$ cat config.mk
export PLATFORM = sky130hd
export DESIGN_NAME = next_fit_bitmap_slot_allocator
export DESIGN_NICKNAME = d
export VERILOG_FILES = /design/src/hdl/nfa_pkg.sv /design/src/hdl/next_fit_bitmap_slot_allocator.sv /design/src/hdl/nfa_front.sv /design/src/hdl/nfa_cmd_fifo.sv /design/src/hdl/nfa_back.sv
export VERILOG_INCLUDE_DIRS = /design/src /design/src/hdl
export SDC_FILE = /design/constraint.sdc
export NUM_CORES = 2
export LEC_CHECK = 0
export BUFFER_PORTS_ARGS = -buffer_cell sky130_fd_sc_hd__buf_2
export CAP_MARGIN = 25
export CORE_ASPECT_RATIO = 0.5
export CORE_MARGIN = 1.5
export CORE_UTILIZATION = 58
export CTS_BUF_LIST = sky130_fd_sc_hd__clkbuf_2
export CTS_CLUSTER_SIZE = 12
export DETAILED_ROUTE_END_ITERATION = 16
export GPL_ROUTABILITY_DRIVEN = 1
export PLACE_DENSITY_LB_ADDON = 0.1
export SLEW_MARGIN = 20
export SYNTH_ARGS = -nofsm -noshare
export SYNTH_HDL_FRONTEND = slang
export SYNTH_SLANG_ARGS = --single-unit
$ cat constraint.sdc
create_clock -name clk_i -period 17.1 [get_ports clk_i]
set_input_delay 0 -clock clk_i [delete_from_list [all_inputs] [get_ports clk_i]]
set_output_delay 0 -clock clk_i [all_outputs]
set_load 0.02 [all_outputs]
$ cat src/hdl/assert_macros.svh
// Assertion macros used by the allocator executor.
`ifndef ASSERT_MACROS_SVH
`define ASSERT_MACROS_SVH

// Property holds on every clock edge out of reset.
`define NFA_ASSERT(lbl, prop, msg) \
  lbl: assert property (@(posedge clk_i) disable iff (!rst_ni) (prop)) else $error(msg);

// Antecedent implies consequent in the cycle after.
`define NFA_ASSERT_NEXT(lbl, ante, cons, msg) \
  lbl: assert property (@(posedge clk_i) disable iff (!rst_ni) (ante) |=> (cons)) else $error(msg);

`endif

$ cat src/hdl/nfa_pkg.sv
// Shared types and constants of the next-fit slot allocator.
package nfa_pkg;

  localparam int unsigned REQ_W     = 32;
  localparam int unsigned ADDR_W    = 26;
  localparam int unsigned BYTES_W   = 27;
  localparam int unsigned CAP_W     = 16;
  localparam int unsigned NEED_W    = 21;
  localparam int unsigned MAX_MOVES = 32;
  localparam int unsigned REMAP_WORDS_PER_MOVE = 3;

  typedef enum logic [1:0] {
    OP_ALLOC   = 2'd0,
    OP_FREE    = 2'd1,
    OP_COMPACT = 2'd2
  } op_e;

  typedef enum logic [1:0] {
    ST_OK        = 2'd0,
    ST_NO_SPACE  = 2'd1,
    ST_NO_RECORD = 2'd2,
    ST_BAD_ADDR  = 2'd3
  } status_e;

  typedef struct packed {
    op_e                 op;
    logic                reject;
    logic [NEED_W-1:0]   need;
    logic [ADDR_W-1:0]   addr;
    logic [CAP_W-1:0]    cap;
  } cmd_t;

  typedef struct packed {
    status_e             status;
    logic [ADDR_W-1:0]   address;
    logic [ADDR_W-1:0]   old_address;
    logic [BYTES_W-1:0]  block_bytes;
    logic                moved;
    logic                remap_recorded;
    logic                last;
  } res_t;

  function automatic res_t plain_res(input status_e st);
    res_t r;
    r = '0;
    r.status = st;
    r.last = 1'b1;
    return r;
  endfunction

endpackage

$ cat src/hdl/next_fit_bitmap_slot_allocator.sv
// Top level of the next-fit slot allocator with compaction.
//
//  channel  dir  tdata                                   tuser        tlast
//  s_axis   in   request/free address/remap capacity      operation    -
//  m_axis   out  address/old address/bytes/moved/remap    status       last of item
//
// Front end takes one transfer, then rounds up by reciprocal multiply, low then high half.
// Allocate: one sweep of the record table per probe of the next-fit scan.
// Free and compact: a pass over the record table, plus output stalls.
// Slot occupancy is held as record extents; no clearing pass after reset.
module next_fit_bitmap_slot_allocator import nfa_pkg::*; #(
  parameter int unsigned NUM_SLOTS    = 65536,
  parameter int unsigned SLOT_BYTES   = 1024,
  parameter int unsigned RECORD_COUNT = 32
) (
  input  logic        clk_i,
  input  logic        rst_ni,
  input  logic        s_axis_tvalid,
  output logic        s_axis_tready,
  input  logic [79:0] s_axis_tdata,  // request_bytes, free_address, remap_capacity
  input  logic [1:0]  s_axis_tuser,  // operation
  output logic        m_axis_tvalid,
  input  logic        m_axis_tready,
  output logic [87:0] m_axis_tdata,  // address, old_address, block_bytes, moved, remap_recorded
  output logic [1:0]  m_axis_tuser,  // status
  output logic        m_axis_tlast
);

  logic push_valid, push_ready, pop_valid, pop_ready;
  cmd_t push_cmd, pop_cmd;
  res_t res;

  nfa_front #(
    .NUM_SLOTS  (NUM_SLOTS),
    .SLOT_BYTES (SLOT_BYTES)
  ) u_front (
    .clk_i        (clk_i),
    .rst_ni       (rst_ni),
    .s_valid_i    (s_axis_tvalid),
    .s_ready_o    (s_axis_tready),
    .op_i         (s_axis_tuser),
    .req_i        (s_axis_tdata[31:0]),
    .addr_i       (s_axis_tdata[57:32]),
    .cap_i        (s_axis_tdata[73:58]),
    .push_valid_o (push_valid),
    .push_ready_i (push_ready),
    .push_o       (push_cmd)
  );

  nfa_cmd_fifo u_fifo (
    .clk_i        (clk_i),
    .rst_ni       (rst_ni),
    .push_valid_i (push_valid),
    .push_ready_o (push_ready),
    .push_i       (push_cmd),
    .pop_valid_o  (pop_valid),
    .pop_ready_i  (pop_ready),
    .pop_o        (pop_cmd)
  );

  nfa_back #(
    .NUM_SLOTS    (NUM_SLOTS),
    .SLOT_BYTES   (SLOT_BYTES),
    .RECORD_COUNT (RECORD_COUNT)
  ) u_back (
    .clk_i       (clk_i),
    .rst_ni      (rst_ni),
    .cmd_valid_i (pop_valid),
    .cmd_ready_o (pop_ready),
    .cmd_i       (pop_cmd),
    .res_valid_o (m_axis_tvalid),
    .res_ready_i (m_axis_tready),
    .res_o       (res)
  );

  assign m_axis_tdata = {7'b0, res.remap_recorded, res.moved, res.block_bytes,
                         res.old_address, res.address};
  assign m_axis_tuser = res.status;
  assign m_axis_tlast = res.last;

endmodule

$ cat src/hdl/nfa_front.sv
// Request front end: takes transfers, checks sizes and rounds bytes up to slots.
module nfa_front import nfa_pkg::*; #(
  parameter int unsigned NUM_SLOTS  = 65536,
  parameter int unsigned SLOT_BYTES = 1024
) (
  input  logic              clk_i,
  input  logic              rst_ni,
  input  logic              s_valid_i,
  output logic              s_ready_o,
  input  logic [1:0]        op_i,
  input  logic [REQ_W-1:0]  req_i,
  input  logic [ADDR_W-1:0] addr_i,
  input  logic [CAP_W-1:0]  cap_i,
  output logic              push_valid_o,
  input  logic              push_ready_i,
  output cmd_t              push_o
);

  typedef enum logic [1:0] {FR_IDLE, FR_MLO, FR_MHI, FR_PUSH} fr_state_e;

  localparam int unsigned NW  = REQ_W + 1;
  localparam int unsigned LW  = $clog2(SLOT_BYTES);
  localparam int unsigned SH  = NW + LW;
  localparam int unsigned MGW = NW + 1;
  localparam int unsigned PRW = MGW + NW;
  localparam int unsigned LOW = 17;
  localparam longint unsigned MAX_BYTES = longint'(NUM_SLOTS) * longint'(SLOT_BYTES);
  // ceil(2^SH / SLOT_BYTES): exact floor division for any NW-bit dividend
  localparam longint unsigned MAGIC =
    ((64'd1 << SH) + 64'(SLOT_BYTES) - 64'd1) / 64'(SLOT_BYTES);
  localparam logic [MGW-1:0] MAGIC_V = MGW'(MAGIC);

  fr_state_e             state_q, state_d;
  cmd_t                  cmd_q, cmd_d;
  logic [NW-1:0]         rem_q, rem_d;
  logic [PRW-1:0]        acc_q, acc_d;
  logic [MGW+LOW-1:0]    prod_lo;
  logic [MGW+NW-LOW-1:0] prod_hi;
  logic                  reject;

  assign reject = (op_i == OP_ALLOC) && ((req_i == '0) || (64'(req_i) > MAX_BYTES));
  assign prod_lo = (MGW + LOW)'(MAGIC_V) * (MGW + LOW)'(rem_q[LOW-1:0]);
  assign prod_hi = (MGW + NW - LOW)'(MAGIC_V) * (MGW + NW - LOW)'(rem_q[NW-1:LOW]);

  always_comb begin
    state_d = state_q;
    cmd_d   = cmd_q;
    rem_d   = rem_q;
    acc_d   = acc_q;
    unique case (state_q)
      FR_IDLE: begin
        if (s_valid_i) begin
          cmd_d.op     = op_e'(op_i);
          cmd_d.reject = reject;
          cmd_d.need   = '0;
          cmd_d.addr   = addr_i;
          cmd_d.cap    = cap_i;
          acc_d        = '0;
          if (op_i == OP_ALLOC && !reject) begin
            rem_d   = NW'(req_i) + NW'(SLOT_BYTES - 1);
            state_d = FR_MLO;
          end else begin
            state_d = FR_PUSH;
          end
        end
      end
      FR_MLO: begin
        acc_d   = PRW'(prod_lo);
        state_d = FR_MHI;
      end
      FR_MHI: begin
        acc_d   = acc_q + (PRW'(prod_hi) << LOW);
        state_d = FR_PUSH;
      end
      FR_PUSH: begin
        if (push_ready_i) begin
          state_d = FR_IDLE;
        end
      end
      default: state_d = FR_IDLE;
    endcase
  end

  always_ff @(posedge clk_i or negedge rst_ni) begin
    if (!rst_ni) begin
      state_q <= FR_IDLE;
    end else begin
      state_q <= state_d;
    end
  end

  always_ff @(posedge clk_i) begin
    cmd_q <= cmd_d;
    rem_q <= rem_d;
    acc_q <= acc_d;
  end

  assign s_ready_o    = (state_q == FR_IDLE);
  assign push_valid_o = (state_q == FR_PUSH);

  always_comb begin
    push_o      = cmd_q;
    push_o.need = NEED_W'(acc_q >> SH);
  end

endmodule

$ cat src/hdl/nfa_cmd_fifo.sv
// Two-entry command queue between front end and executor.
module nfa_cmd_fifo import nfa_pkg::*; (
  input  logic clk_i,
  input  logic rst_ni,
  input  logic push_valid_i,
  output logic push_ready_o,
  input  cmd_t push_i,
  output logic pop_valid_o,
  input  logic pop_ready_i,
  output cmd_t pop_o
);

  cmd_t       mem_q [2];
  logic       wp_q, rp_q;
  logic [1:0] cnt_q;
  logic       do_push, do_pop;

  assign push_ready_o = (cnt_q != 2'd2);
  assign pop_valid_o  = (cnt_q != 2'd0);
  assign do_push      = push_valid_i && push_ready_o;
  assign do_pop       = pop_valid_o && pop_ready_i;
  assign pop_o        = mem_q[rp_q];

  always_ff @(posedge clk_i or negedge rst_ni) begin
    if (!rst_ni) begin
      wp_q  <= 1'b0;
      rp_q  <= 1'b0;
      cnt_q <= 2'd0;
    end else begin
      if (do_push) wp_q <= ~wp_q;
      if (do_pop)  rp_q <= ~rp_q;
      cnt_q <= cnt_q + {1'b0, do_push} - {1'b0, do_pop};
    end
  end

  always_ff @(posedge clk_i) begin
    if (do_push) begin
      mem_q[wp_q] <= push_i;
    end
  end

endmodule

$ cat src/hdl/nfa_back.sv
// Executor: record table, next-fit scan, free lookup, compaction and result register.
`include "assert_macros.svh"
module nfa_back import nfa_pkg::*; #(
  parameter int unsigned NUM_SLOTS    = 65536,
  parameter int unsigned SLOT_BYTES   = 1024,
  parameter int unsigned RECORD_COUNT = 32
) (
  input  logic clk_i,
  input  logic rst_ni,
  input  logic cmd_valid_i,
  output logic cmd_ready_o,
  input  cmd_t cmd_i,
  output logic res_valid_o,
  input  logic res_ready_i,
  output res_t res_o
);

  typedef enum logic [3:0] {
    BK_IDLE, BK_A_CHECK, BK_A_SWEEP, BK_A_DECIDE,
    BK_F_SCAN, BK_F_EMIT, BK_C_SCAN, BK_C_END, BK_EMIT
  } bk_state_e;

  localparam int unsigned SW = $clog2(NUM_SLOTS);
  localparam int unsigned CW = $clog2(NUM_SLOTS + 1);
  localparam int unsigned XW = CW + 2;
  localparam int unsigned IW = (RECORD_COUNT > 1) ? $clog2(RECORD_COUNT) : 1;
  localparam int unsigned KW = $clog2(RECORD_COUNT + 1);
  localparam int unsigned PW = (CW + 17 > BYTES_W) ? CW + 17 : BYTES_W;
  localparam int unsigned WW = $clog2(REMAP_WORDS_PER_MOVE * RECORD_COUNT + 4);
  localparam int unsigned MW = $clog2(MAX_MOVES + 1);

  function automatic logic [PW-1:0] mul_sb(input logic [CW-1:0] x);
    return PW'(x) * PW'(SLOT_BYTES);
  endfunction

  bk_state_e state_q, state_d;

  logic [RECORD_COUNT-1:0] rv_q;
  logic [SW-1:0]           rs_q [RECORD_COUNT];
  logic [CW-1:0]           rl_q [RECORD_COUNT];

  logic          wr_en, wr_v;
  logic [IW-1:0] wr_idx;
  logic [SW-1:0] wr_s;
  logic [CW-1:0] wr_l;

  logic [KW-1:0]    idx_q, idx_d;
  logic [SW-1:0]    p_q, p_d;
  logic [XW-1:0]    s_q, s_d;
  logic [CW-1:0]    need_q, need_d;
  logic             inside_q, inside_d;
  logic [CW-1:0]    end_q, end_d;
  logic [CW-1:0]    minu_q, minu_d;
  logic [CW-1:0]    cursor_q, cursor_d;
  logic [ADDR_W-1:0] addr_q, addr_d;
  logic [CAP_W-1:0] cap_q, cap_d;
  logic [CW-1:0]    dest_q, dest_d;
  logic [WW-1:0]    words_q, words_d;
  logic [MW-1:0]    n_q, n_d;
  logic             pend_valid_q, pend_valid_d;
  res_t             pend_q, pend_d;
  res_t             res_q, res_d;
  logic             out_valid_q, out_valid_d;
  res_t             out_q, out_d;

  logic          emit, can_emit;
  res_t          emit_res;
  logic [IW-1:0] ridx;
  logic          cur_v;
  logic [CW-1:0] cur_s, cur_l, cur_end, run;
  logic          free_found;
  logic [IW-1:0] free_idx;
  logic          last_idx, move, rep, stall;
  logic [CW:0]   p_nxt;
  res_t          mv_res;

  assign ridx     = idx_q[IW-1:0];
  assign cur_v    = rv_q[ridx];
  assign cur_s    = CW'(rs_q[ridx]);
  assign cur_l    = rl_q[ridx];
  assign cur_end  = cur_s + cur_l;
  assign can_emit = !out_valid_q || res_ready_i;
  assign last_idx = (idx_q == KW'(RECORD_COUNT - 1));
  assign run      = minu_q - CW'(p_q);
  assign p_nxt    = (CW + 1)'(minu_q) + 1'b1;
  assign move     = cur_v && (cur_s != dest_q);
  assign rep      = move && (n_q < MW'(MAX_MOVES));
  assign stall    = rep && pend_valid_q && !can_emit;

  always_comb begin
    free_found = 1'b0;
    free_idx   = '0;
    for (int i = RECORD_COUNT - 1; i >= 0; i--) begin
      if (!rv_q[i]) begin
        free_found = 1'b1;
        free_idx   = IW'(i);
      end
    end
  end

  always_comb begin
    mv_res             = '0;
    mv_res.status      = ST_OK;
    mv_res.address     = ADDR_W'(mul_sb(dest_q));
    mv_res.old_address = ADDR_W'(mul_sb(cur_s));
    mv_res.block_bytes = BYTES_W'(mul_sb(cur_l));
    mv_res.moved       = 1'b1;
    mv_res.remap_recorded =
      ((CAP_W + 1)'(words_q) + (CAP_W + 1)'(REMAP_WORDS_PER_MOVE)) <= (CAP_W + 1)'(cap_q);
  end

  always_comb begin
    state_d      = state_q;
    idx_d        = idx_q;
    p_d          = p_q;
    s_d          = s_q;
    need_d       = need_q;
    inside_d     = inside_q;
    end_d        = end_q;
    minu_d       = minu_q;
    cursor_d     = cursor_q;
    addr_d       = addr_q;
    cap_d        = cap_q;
    dest_d       = dest_q;
    words_d      = words_q;
    n_d          = n_q;
    pend_valid_d = pend_valid_q;
    pend_d       = pend_q;
    res_d        = res_q;
    emit         = 1'b0;
    emit_res     = res_q;
    wr_en        = 1'b0;
    wr_v         = 1'b0;
    wr_idx       = ridx;
    wr_s         = '0;
    wr_l         = '0;
    unique case (state_q)
      BK_IDLE: begin
        if (cmd_valid_i) begin
          unique case (cmd_i.op)
            OP_ALLOC: begin
              if (cmd_i.reject) begin
                res_d   = plain_res(ST_NO_SPACE);
                state_d = BK_EMIT;
              end else begin
                need_d  = CW'(cmd_i.need);
                p_d     = (cursor_q == CW'(NUM_SLOTS)) ? '0 : SW'(cursor_q);
                s_d     = '0;
                state_d = BK_A_CHECK;
              end
            end
            OP_FREE: begin
              addr_d  = cmd_i.addr;
              idx_d   = '0;
              state_d = BK_F_SCAN;
            end
            OP_COMPACT: begin
              cap_d        = cmd_i.cap;
              idx_d        = '0;
              dest_d       = '0;
              words_d      = '0;
              n_d          = '0;
              pend_valid_d = 1'b0;
              state_d      = BK_C_SCAN;
            end
            default: begin
              res_d   = plain_res(ST_NO_SPACE);
              state_d = BK_EMIT;
            end
          endcase
        end
      end
      BK_A_CHECK: begin
        if (s_q + XW'(need_q) > XW'(NUM_SLOTS)) begin
          res_d   = plain_res(ST_NO_SPACE);
          state_d = BK_EMIT;
        end else begin
          idx_d    = '0;
          inside_d = 1'b0;
          minu_d   = CW'(NUM_SLOTS);
          state_d  = BK_A_SWEEP;
        end
      end
      BK_A_SWEEP: begin
        if (cur_v) begin
          if (CW'(p_q) >= cur_s && CW'(p_q) < cur_end) begin
            inside_d = 1'b1;
            end_d    = cur_end;
          end else if (cur_s > CW'(p_q) && cur_s < minu_q) begin
            minu_d = cur_s;
          end
        end
        idx_d = idx_q + 1'b1;
        if (last_idx) state_d = BK_A_DECIDE;
      end
      BK_A_DECIDE: begin
        if (inside_q) begin
          // blocked probe: jump past the whole used extent
          s_d     = s_q + XW'(end_q) - XW'(p_q);
          p_d     = (end_q == CW'(NUM_SLOTS)) ? '0 : SW'(end_q);
          state_d = BK_A_CHECK;
        end else if (run >= need_q) begin
          if (!free_found) begin
            res_d = plain_res(ST_NO_RECORD);
          end else begin
            wr_en             = 1'b1;
            wr_v              = 1'b1;
            wr_idx            = free_idx;
            wr_s              = p_q;
            wr_l              = need_q;
            cursor_d          = CW'(p_q) + need_q;
            res_d             = plain_res(ST_OK);
            res_d.address     = ADDR_W'(mul_sb(CW'(p_q)));
            res_d.block_bytes = BYTES_W'(mul_sb(need_q));
          end
          state_d = BK_EMIT;
        end else begin
          // short run: skip past the slot that ended it
          s_d     = s_q + XW'(run) + 1'b1;
          p_d     = (p_nxt >= (CW + 1)'(NUM_SLOTS)) ?
                    SW'(p_nxt - (CW + 1)'(NUM_SLOTS)) : SW'(p_nxt);
          state_d = BK_A_CHECK;
        end
      end
      BK_F_SCAN: begin
        if (cur_v && mul_sb(cur_s) == PW'(addr_q)) begin
          state_d = BK_F_EMIT;
        end else if (last_idx) begin
          res_d   = plain_res(ST_BAD_ADDR);
          state_d = BK_EMIT;
        end else begin
          idx_d = idx_q + 1'b1;
        end
      end
      BK_F_EMIT: begin
        if (can_emit) begin
          emit                 = 1'b1;
          emit_res             = plain_res(ST_OK);
          emit_res.address     = addr_q;
          emit_res.block_bytes = BYTES_W'(mul_sb(cur_l));
          wr_en                = 1'b1;
          if (cur_s < cursor_q) cursor_d = cur_s;
          state_d = BK_IDLE;
        end
      end
      BK_C_SCAN: begin
        if (!stall) begin
          if (cur_v) dest_d = dest_q + cur_l;
          if (move) begin
            wr_en = 1'b1;
            wr_v  = 1'b1;
            wr_s  = SW'(dest_q);
            wr_l  = cur_l;
            if (mv_res.remap_recorded) words_d = words_q + WW'(REMAP_WORDS_PER_MOVE);
          end
          if (rep) begin
            if (pend_valid_q) begin
              emit     = 1'b1;
              emit_res = pend_q;
            end
            pend_d       = mv_res;
            pend_valid_d = 1'b1;
            n_d          = n_q + 1'b1;
          end
          idx_d = idx_q + 1'b1;
          if (last_idx) state_d = BK_C_END;
        end
      end
      BK_C_END: begin
        if (can_emit) begin
          emit = 1'b1;
          if (pend_valid_q) begin
            emit_res      = pend_q;
            emit_res.last = 1'b1;
          end else begin
            emit_res = plain_res(ST_OK);
          end
          pend_valid_d = 1'b0;
          cursor_d     = dest_q;
          state_d      = BK_IDLE;
        end
      end
      BK_EMIT: begin
        if (can_emit) begin
          emit    = 1'b1;
          state_d = BK_IDLE;
        end
      end
      default: state_d = BK_IDLE;
    endcase
  end

  always_comb begin
    out_valid_d = out_valid_q;
    out_d       = out_q;
    if (emit) begin
      out_valid_d = 1'b1;
      out_d       = emit_res;
    end else if (res_ready_i) begin
      out_valid_d = 1'b0;
    end
  end

  always_ff @(posedge clk_i or negedge rst_ni) begin
    if (!rst_ni) begin
      state_q      <= BK_IDLE;
      rv_q         <= '0;
      cursor_q     <= '0;
      pend_valid_q <= 1'b0;
      out_valid_q  <= 1'b0;
      n_q          <= '0;
    end else begin
      state_q      <= state_d;
      cursor_q     <= cursor_d;
      pend_valid_q <= pend_valid_d;
      out_valid_q  <= out_valid_d;
      n_q          <= n_d;
      if (wr_en) rv_q[wr_idx] <= wr_v;
    end
  end

  always_ff @(posedge clk_i) begin
    if (wr_en) begin
      rs_q[wr_idx] <= wr_s;
      rl_q[wr_idx] <= wr_l;
    end
    idx_q    <= idx_d;
    p_q      <= p_d;
    s_q      <= s_d;
    need_q   <= need_d;
    inside_q <= inside_d;
    end_q    <= end_d;
    minu_q   <= minu_d;
    addr_q   <= addr_d;
    cap_q    <= cap_d;
    dest_q   <= dest_d;
    words_q  <= words_d;
    pend_q   <= pend_d;
    res_q    <= res_d;
    out_q    <= out_d;
  end

  assign cmd_ready_o = (state_q == BK_IDLE);
  assign res_valid_o = out_valid_q;
  assign res_o       = out_q;

  `NFA_ASSERT(a_cursor_range, cursor_q <= CW'(NUM_SLOTS), "cursor beyond pool")
  `NFA_ASSERT(a_pend_compact, !pend_valid_q || state_q == BK_C_SCAN || state_q == BK_C_END, "stray pending move")
  `NFA_ASSERT(a_moves_cap, n_q <= MW'(MAX_MOVES), "move report count overrun")
  `NFA_ASSERT_NEXT(a_cmd_leaves_idle, cmd_valid_i && cmd_ready_o, state_q != BK_IDLE, "command dropped")

endmodule

# Word level (Yosys, flattened, before mapping)
# Memories as Yosys holds them, arrays and structs flattened. A register that Yosys moved wholly into a read port is not among the register bits.
# Index checks and enable logic that the tools add are counted.
# op_classes
n_addsub	19
n_lt_le_gt_ge	14
n_eq_ne	53
mux	201
n_bitwise	4
reduce_logical	54
# op_table
op	n
$mux W84	13
$pmux W84 S4	1
$mux W17	19
$pmux W84 S3	1
$mux W16	13
$pmux W67 S3	1
$mux W5	38
$pmux W84 S2	1
$pmux W17 S2	3
$mux W19	5
$mux W82	1
$add A67 B66 Y67	1
$mux W67	1
$pmux W16 S2	2
$mux W6	10
$add A19 B17 Y19	3
$mux W1	57
$lt A16 B17 Y1	3
$pmux W17 S3	1
$mux W4	11
$ne A2 B1 Y1 const B	20
$pmux W19 S2	1
$mux W7	5
$add A16 B17 Y17	2
other kinds (68)	132
# totals
regBits	589
mem_bits_rw	1188
in_bits	86
mem_count	3
# mem_list
memory	depth	word_bits	rd	rd_clocked_by_memory_dff	wr	line_no	rtl
u_back.rl_q	32	17	1	1	1	nfa_back.sv:40	logic [CW-1:0] rl_q [RECORD_COUNT];
u_back.rs_q	32	16	1	1	1	nfa_back.sv:39	logic [SW-1:0] rs_q [RECORD_COUNT];
u_fifo.mem_q	2	66	1	0	1	nfa_cmd_fifo.sv:13	cmd_t mem_q [2];

# Logic depth before layout (Yosys ltp)
# depth
ltp_word	41
ltp_mapped	33

# Modules after synthesis
# A second synthesis with hierarchy kept.
# hier_totals
cells_unflattened	4684
area_unflattened_um2	74003.5
# modules_own_cells
module	n_inst	cells_each	area_each_um2
nfa_back	1	4185	64908.5
nfa_cmd_fifo	1	222	5072.4
nfa_front	1	269	3966.3
next_fit_bitmap_slot_allocator	1	8	56.3

# Worst setup path after synthesis
# Ideal clock, no wire load.
# synth_path
path_type	register to register
from	register u_back.minu_q[0]
to	register u_back.rv_q[13]
setup_time_ps	290
t_arrival_ps	9160
slack_ps	7650
stages_incl_launch_ff	27
synth_period_minus_slack_ps	9450
cell_sequence	edfxtp_1 -> inv_1 -> ha_1 -> inv_1 -> fa_1 -> a21o_1 -> a21oi_1 -> o21ai_0 -> a21oi_1 -> o21bai_1 -> a211o_1 -> a2111oi_0 -> o31ai_1 -> a21oi_1 -> xnor2_1 -> ha_1 -> nand2_1 -> nor2_1 -> nand2_1 -> o211ai_1 -> and2_1 -> o41ai_1 -> nor2_1 -> mux2_2 -> clkbuf_1 -> nor4_1 -> mux2i_1
# synth_via
elab_chain_cells	10
word_cells_on_any_way	15
classes_between	add/sub (1); order compare (3); mux (10); reduce/logical (1)
# synth_lines
element	line_no	rtl
start: declaration	nfa_back.sv:53	logic [CW-1:0] minu_q, minu_d;
start signal: assignment	nfa_back.sv:333	minu_q <= minu_d;
$sub A17 B16 Y17 *	nfa_back.sv:84	assign run = minu_q - CW'(p_q);
$ge A17 B17 Y1 *	nfa_back.sv:202	end else if (run >= need_q) begin
$mux W5	nfa_back.sv:202	
$mux W5	nfa_back.sv:197	if (inside_q) begin
$mux W5	nfa_back.sv:137	unique case (state_q)
$lt A5 B6 Y1 (not written as such) / $ge A5 B1 Y1 (equally long branches)	nfa_back.sv:318	if (wr_en) rv_q[wr_idx] <= wr_v;
$logic_and A1 B1 Y1 (not written as such)	nfa_back.sv:318	
$mux W1 (not written as such)	nfa_back.sv:318	
$demux W1 S5	n/a	
$bwmux W32	nfa_back.sv:318	
end signal: indexed assignment	nfa_back.sv:318	
end: declaration	nfa_back.sv:38	logic [RECORD_COUNT-1:0] rv_q;
# Mark *: on every way between the ends. The rest lies on a longest branch, timed or not.
# A chain may end at the register's enable or synchronous reset.

==> impl_results.rst <==
.. list-table::
   :header-rows: 1

   * - Metric
     - Value
   * - Result of the run
     - completed
   * - H-tree lvl count
     - 5
   * - Count of unique library cells instantiated by Yosys
     - 96
   * - Clk_lat worst skew
     - 1.76 ns
   * - Most used flip-flop cell after synthesis
     - edfxtp_1
   * - Setup repair after global routing missed its margin
     - false
   * - Global-route usage over all layers
     - 0.320
   * - Total Neg Setup Slack
     - 0 ns
   * - Final Max Slew Viols
     - 0
   * - Top cell type by total area after synthesis
     - edfxtp_1
   * - Leakage
     - 30.1 nW
   * - Number of maximum-capacitance constraint violations
     - 0
   * - Cell types with the highest counts after synthesis
     - edfxtp_1 (1567), mux4_2 (266), inv_1 (263)
   * - Flip-flop and latch count after synthesis
     - 1639
   * - Wire length of the first global-routing pass
     - 301000 µm
   * - Slew at the pin closest to its max-slew limit
     - 1.25 ns
   * - CP Capture Type
     - flip-flop
   * - Area share of the largest cell type after synthesis
     - 0.636
   * - Post-synthesis cell area
     - 0.0740 mm²
   * - Data arrival time of the critical path
     - 10.19 ns
   * - Post-layout utilization of the core
     - 0.658
   * - IR drop worst, VDD
     - 0.119 mV
   * - Port Buffer Count
     - 145
   * - Vias in the first global route
     - 46400
   * - Setup Buffers After CTS
     - 0
   * - Worst Path Required
     - 18.31 ns
   * - Final Non-Filler Cells
     - 7351
   * - Startpoint type of the worst setup path
     - flip-flop
   * - Worst clock skew
     - 0.221 ns
   * - Number of nets at the end of the flow
     - 5753
   * - Top cells by area, synth
     - edfxtp_1 (64%), mux4_2 (8.1%), ha_1 (3.9%)
   * - Number of search-and-repair iterations in the first detailed-routing pass
     - 8
   * - Total of endpoints with negative setup slack in the final report
     - 0
   * - Share of layout cells above drive strength 1
     - 0.236
   * - Root buffer cell
     - clkbuf_2
   * - Type of the worst setup path
     - reg -> reg
   * - Die Ht
     - 256 µm
   * - Total clock sinks
     - 1639
   * - Placed instance count
     - 6487
   * - Resized cells post-CTS
     - 0
   * - Filler instances
     - 8834
   * - Total of warnings raised by yosys
     - 0
   * - Most repeated cell in the gate-level netlist after synthesis
     - edfxtp_1
   * - Worst Hold Class
     - in -> reg
   * - Number of rows in the core area
     - 92
   * - Share of flip-flops with an asynchronous set or reset
     - 0.0409
   * - I/O pin count
     - 179
   * - Achievable frequency
     - 111 MHz
   * - Initial antenna violation count
     - 8
   * - Pin count of the biggest net entering global routing
     - 107
   * - Portion of the clock cycle consumed by the worst path in the final layout
     - 0.526
   * - Synthesized area per cell
     - 15.7 µm²
   * - DIE WIDTH
     - 508 µm
   * - Clock tree from TritonCTS
     - done
   * - Antenna viol nets, final
     - 0
   * - Detailed Place HPWL
     - 129000 µm
   * - Final hold violation count
     - 0
   * - Relative area change from synthesis to final layout
     - 12.3%
   * - Drc violations
     - 0
   * - Total number of vias
     - 46700
   * - WL/cell
     - 28.4 µm
   * - Final min period
     - 8.99 ns
   * - TritonCTS Buffers
     - 363
   * - Hold-fix buffer count after cts
     - 252
   * - Sequential area share after synthesis
     - 0.660
   * - Drt first-iter violations
     - 5503
   * - Standard cell core area
     - 0.126 mm²
   * - Starting utilization of the core area
     - 0.586
   * - Clock-pin transition on the worst setup and hold timing paths
     - 0.13 ns
   * - Relative slew margins
     - 0.164
   * - Maximum fanout count along the critical path
     - 104
   * - Total detailed-routing wirelength
     - 208000 µm
   * - Synthesized instance count
     - 4707
   * - Die outline area
     - 0.130 mm²
   * - Number of enable flip-flop cells after synthesis
     - 1567
   * - Pwr/cell area
     - 160 mW/mm²
   * - Number of buffers on the longest clock path
     - 4
   * - Routed via count divided by cell count
     - 6.36
   * - Routability Congestion
     - 0.954
   * - Overflow left after global routing
     - 0
[placed cells by master (no fill, tap or decap), types with 41 or more instances in the layout]
cell	count
mux4_2	266
and3_1	57
a21oi_1	166
nor2_1	222
xnor2_1	101
o21ai_0	118
edfxtp_1	1567
buf_4	117
nand4_1	41
ha_1	228
xor2_1	43
a21o_1	64
buf_2	145
nand2_1	208
mux2_2	100
nand3_1	80
nor3_1	58
o22ai_1	46
clkinv_1	41
mux2i_1	92
inv_1	258
dfrtp_1	66
o21a_1	41
clkbuf_2	543
dlygate4sd3_1	251
[power breakdown]
part           leakage [nW]  internal [mW]  switching [mW]  total, mW
sequential             15.4           5.01           0.330       5.34
combinational          12.2           2.16            3.38       5.54
clock                  2.39          0.871            1.52       2.40
[metal layers]
metal,track usage,share of wire,up-vias
li1,-,-,20100
met1,0.455,0.40,23700
met2,0.479,0.45,2536
met3,0.0836,0.11,440
met4,0.122,0.033,2
met5,0,0.000062,-
[sequential cells by signal (all words and copies together), names as in the netlist, 4 cells and up, named ones only]
register,count
u_back.s_q,19
u_back.rl_q,544
u_back.idx_q,6
u_back.res_o,64
u_back.rv_q,32
u_back.need_q,17
u_back.rs_q,512
u_back.addr_q,26
u_fifo.mem_q,124
u_front.rem_q,17
u_back.words_q,7
u_back.cap_q,16
u_front.push_o,45
u_back.dest_q,17
u_back.pend_q,50
u_back.cursor_q,17
u_back.minu_q,17
u_front.acc_q,17
u_back.state_q,4
u_back.res_q,35
u_back.p_q,16
u_back.end_q,17
u_back.n_q,6
[cell families after synthesis]
kind of cell,synth area share
multiplexers,0.112
AO/OA/AOI/OAI,0.0744
other,0.0000507
AND/OR/NAND/NOR,0.0637
flip-flops,0.660
XOR/XNOR,0.0170
adder cells (fa/ha/maj),0.0448
buffers and inverters,0.0279
[critical path: stages, from the launching register on]
cell and delay [ns]:
dfxtp_4 0.86, buf_4 0.69, buf_12 0.54, mux4_2 0.40, mux4_2 0.46, mux2i_1 0.17
buf_4 0.26, inv_1 0.19, ha_1 0.33, a21o_1 0.15, a21oi_1 0.24, o21bai_1 0.12
a21oi_1 0.25, o21bai_1 0.11, a211oi_1 0.46, o21ai_0 0.27, a31o_2 0.29, a21o_1 0.21
xnor2_1 0.14, ha_1 0.28, o21a_1 0.10, o21ai_0 0.07, nand2b_1 0.10, inv_1 0.05
a31oi_1 0.15, a41oi_1 0.07, nor3_1 0.56, a2bb2oi_2 0.81
[stage by stage]
step	worst slack [ns]	power, mW	instance area, µm²	hold slack, ns
after global routing	7.61	14.0	83100	0.00959
after CTS	8.07	13.2	82900	0.00645
after global placement	8.20	10.6	77200	0.177
after detailed placement	8.25	10.8	77300	0.179
after floorplan	7.65	9.03	74100	-0.296
final	8.11	13.3	83100	0.115
[worst paths after layout]
check                           slack, ns                 end             start  cells after the start
min in group asynchronous            0.60  u_back.res_valid_o            rst_ni                      6
max in group asynchronous           16.00  u_back.cursor_q[6]            rst_ni                      6
worst min register to register       0.42   u_back.pend_q[67]  u_back.dest_q[1]                      0
worst min-delay path                 0.12  u_front.push_o[20]  s_axis_tdata[36]                      4
worst max register to register       8.11    u_back.minu_q[7]         flip-flop                     27
worst max-delay path                 8.11    u_back.minu_q[7]         flip-flop                     27
[layout make-up]
type / instances / area (µm²) / area share
Timing Repair Buffer: 527 / 4340 / 0.0522
Multi-Input combinational cell: 2620 / 23800 / 0.286
Inverter: 265 / 995 / 0.0120
Sequential cell: 1639 / 48800 / 0.588
Clock buffer: 543 / 2720 / 0.0327
Antenna cell: 12 / 30.0 / 0.000361
Tap cell: 1692 / 2120 / 0.0255
Clock inverter: 53 / 292 / 0.00351
(Power assumes the default switching activity.)
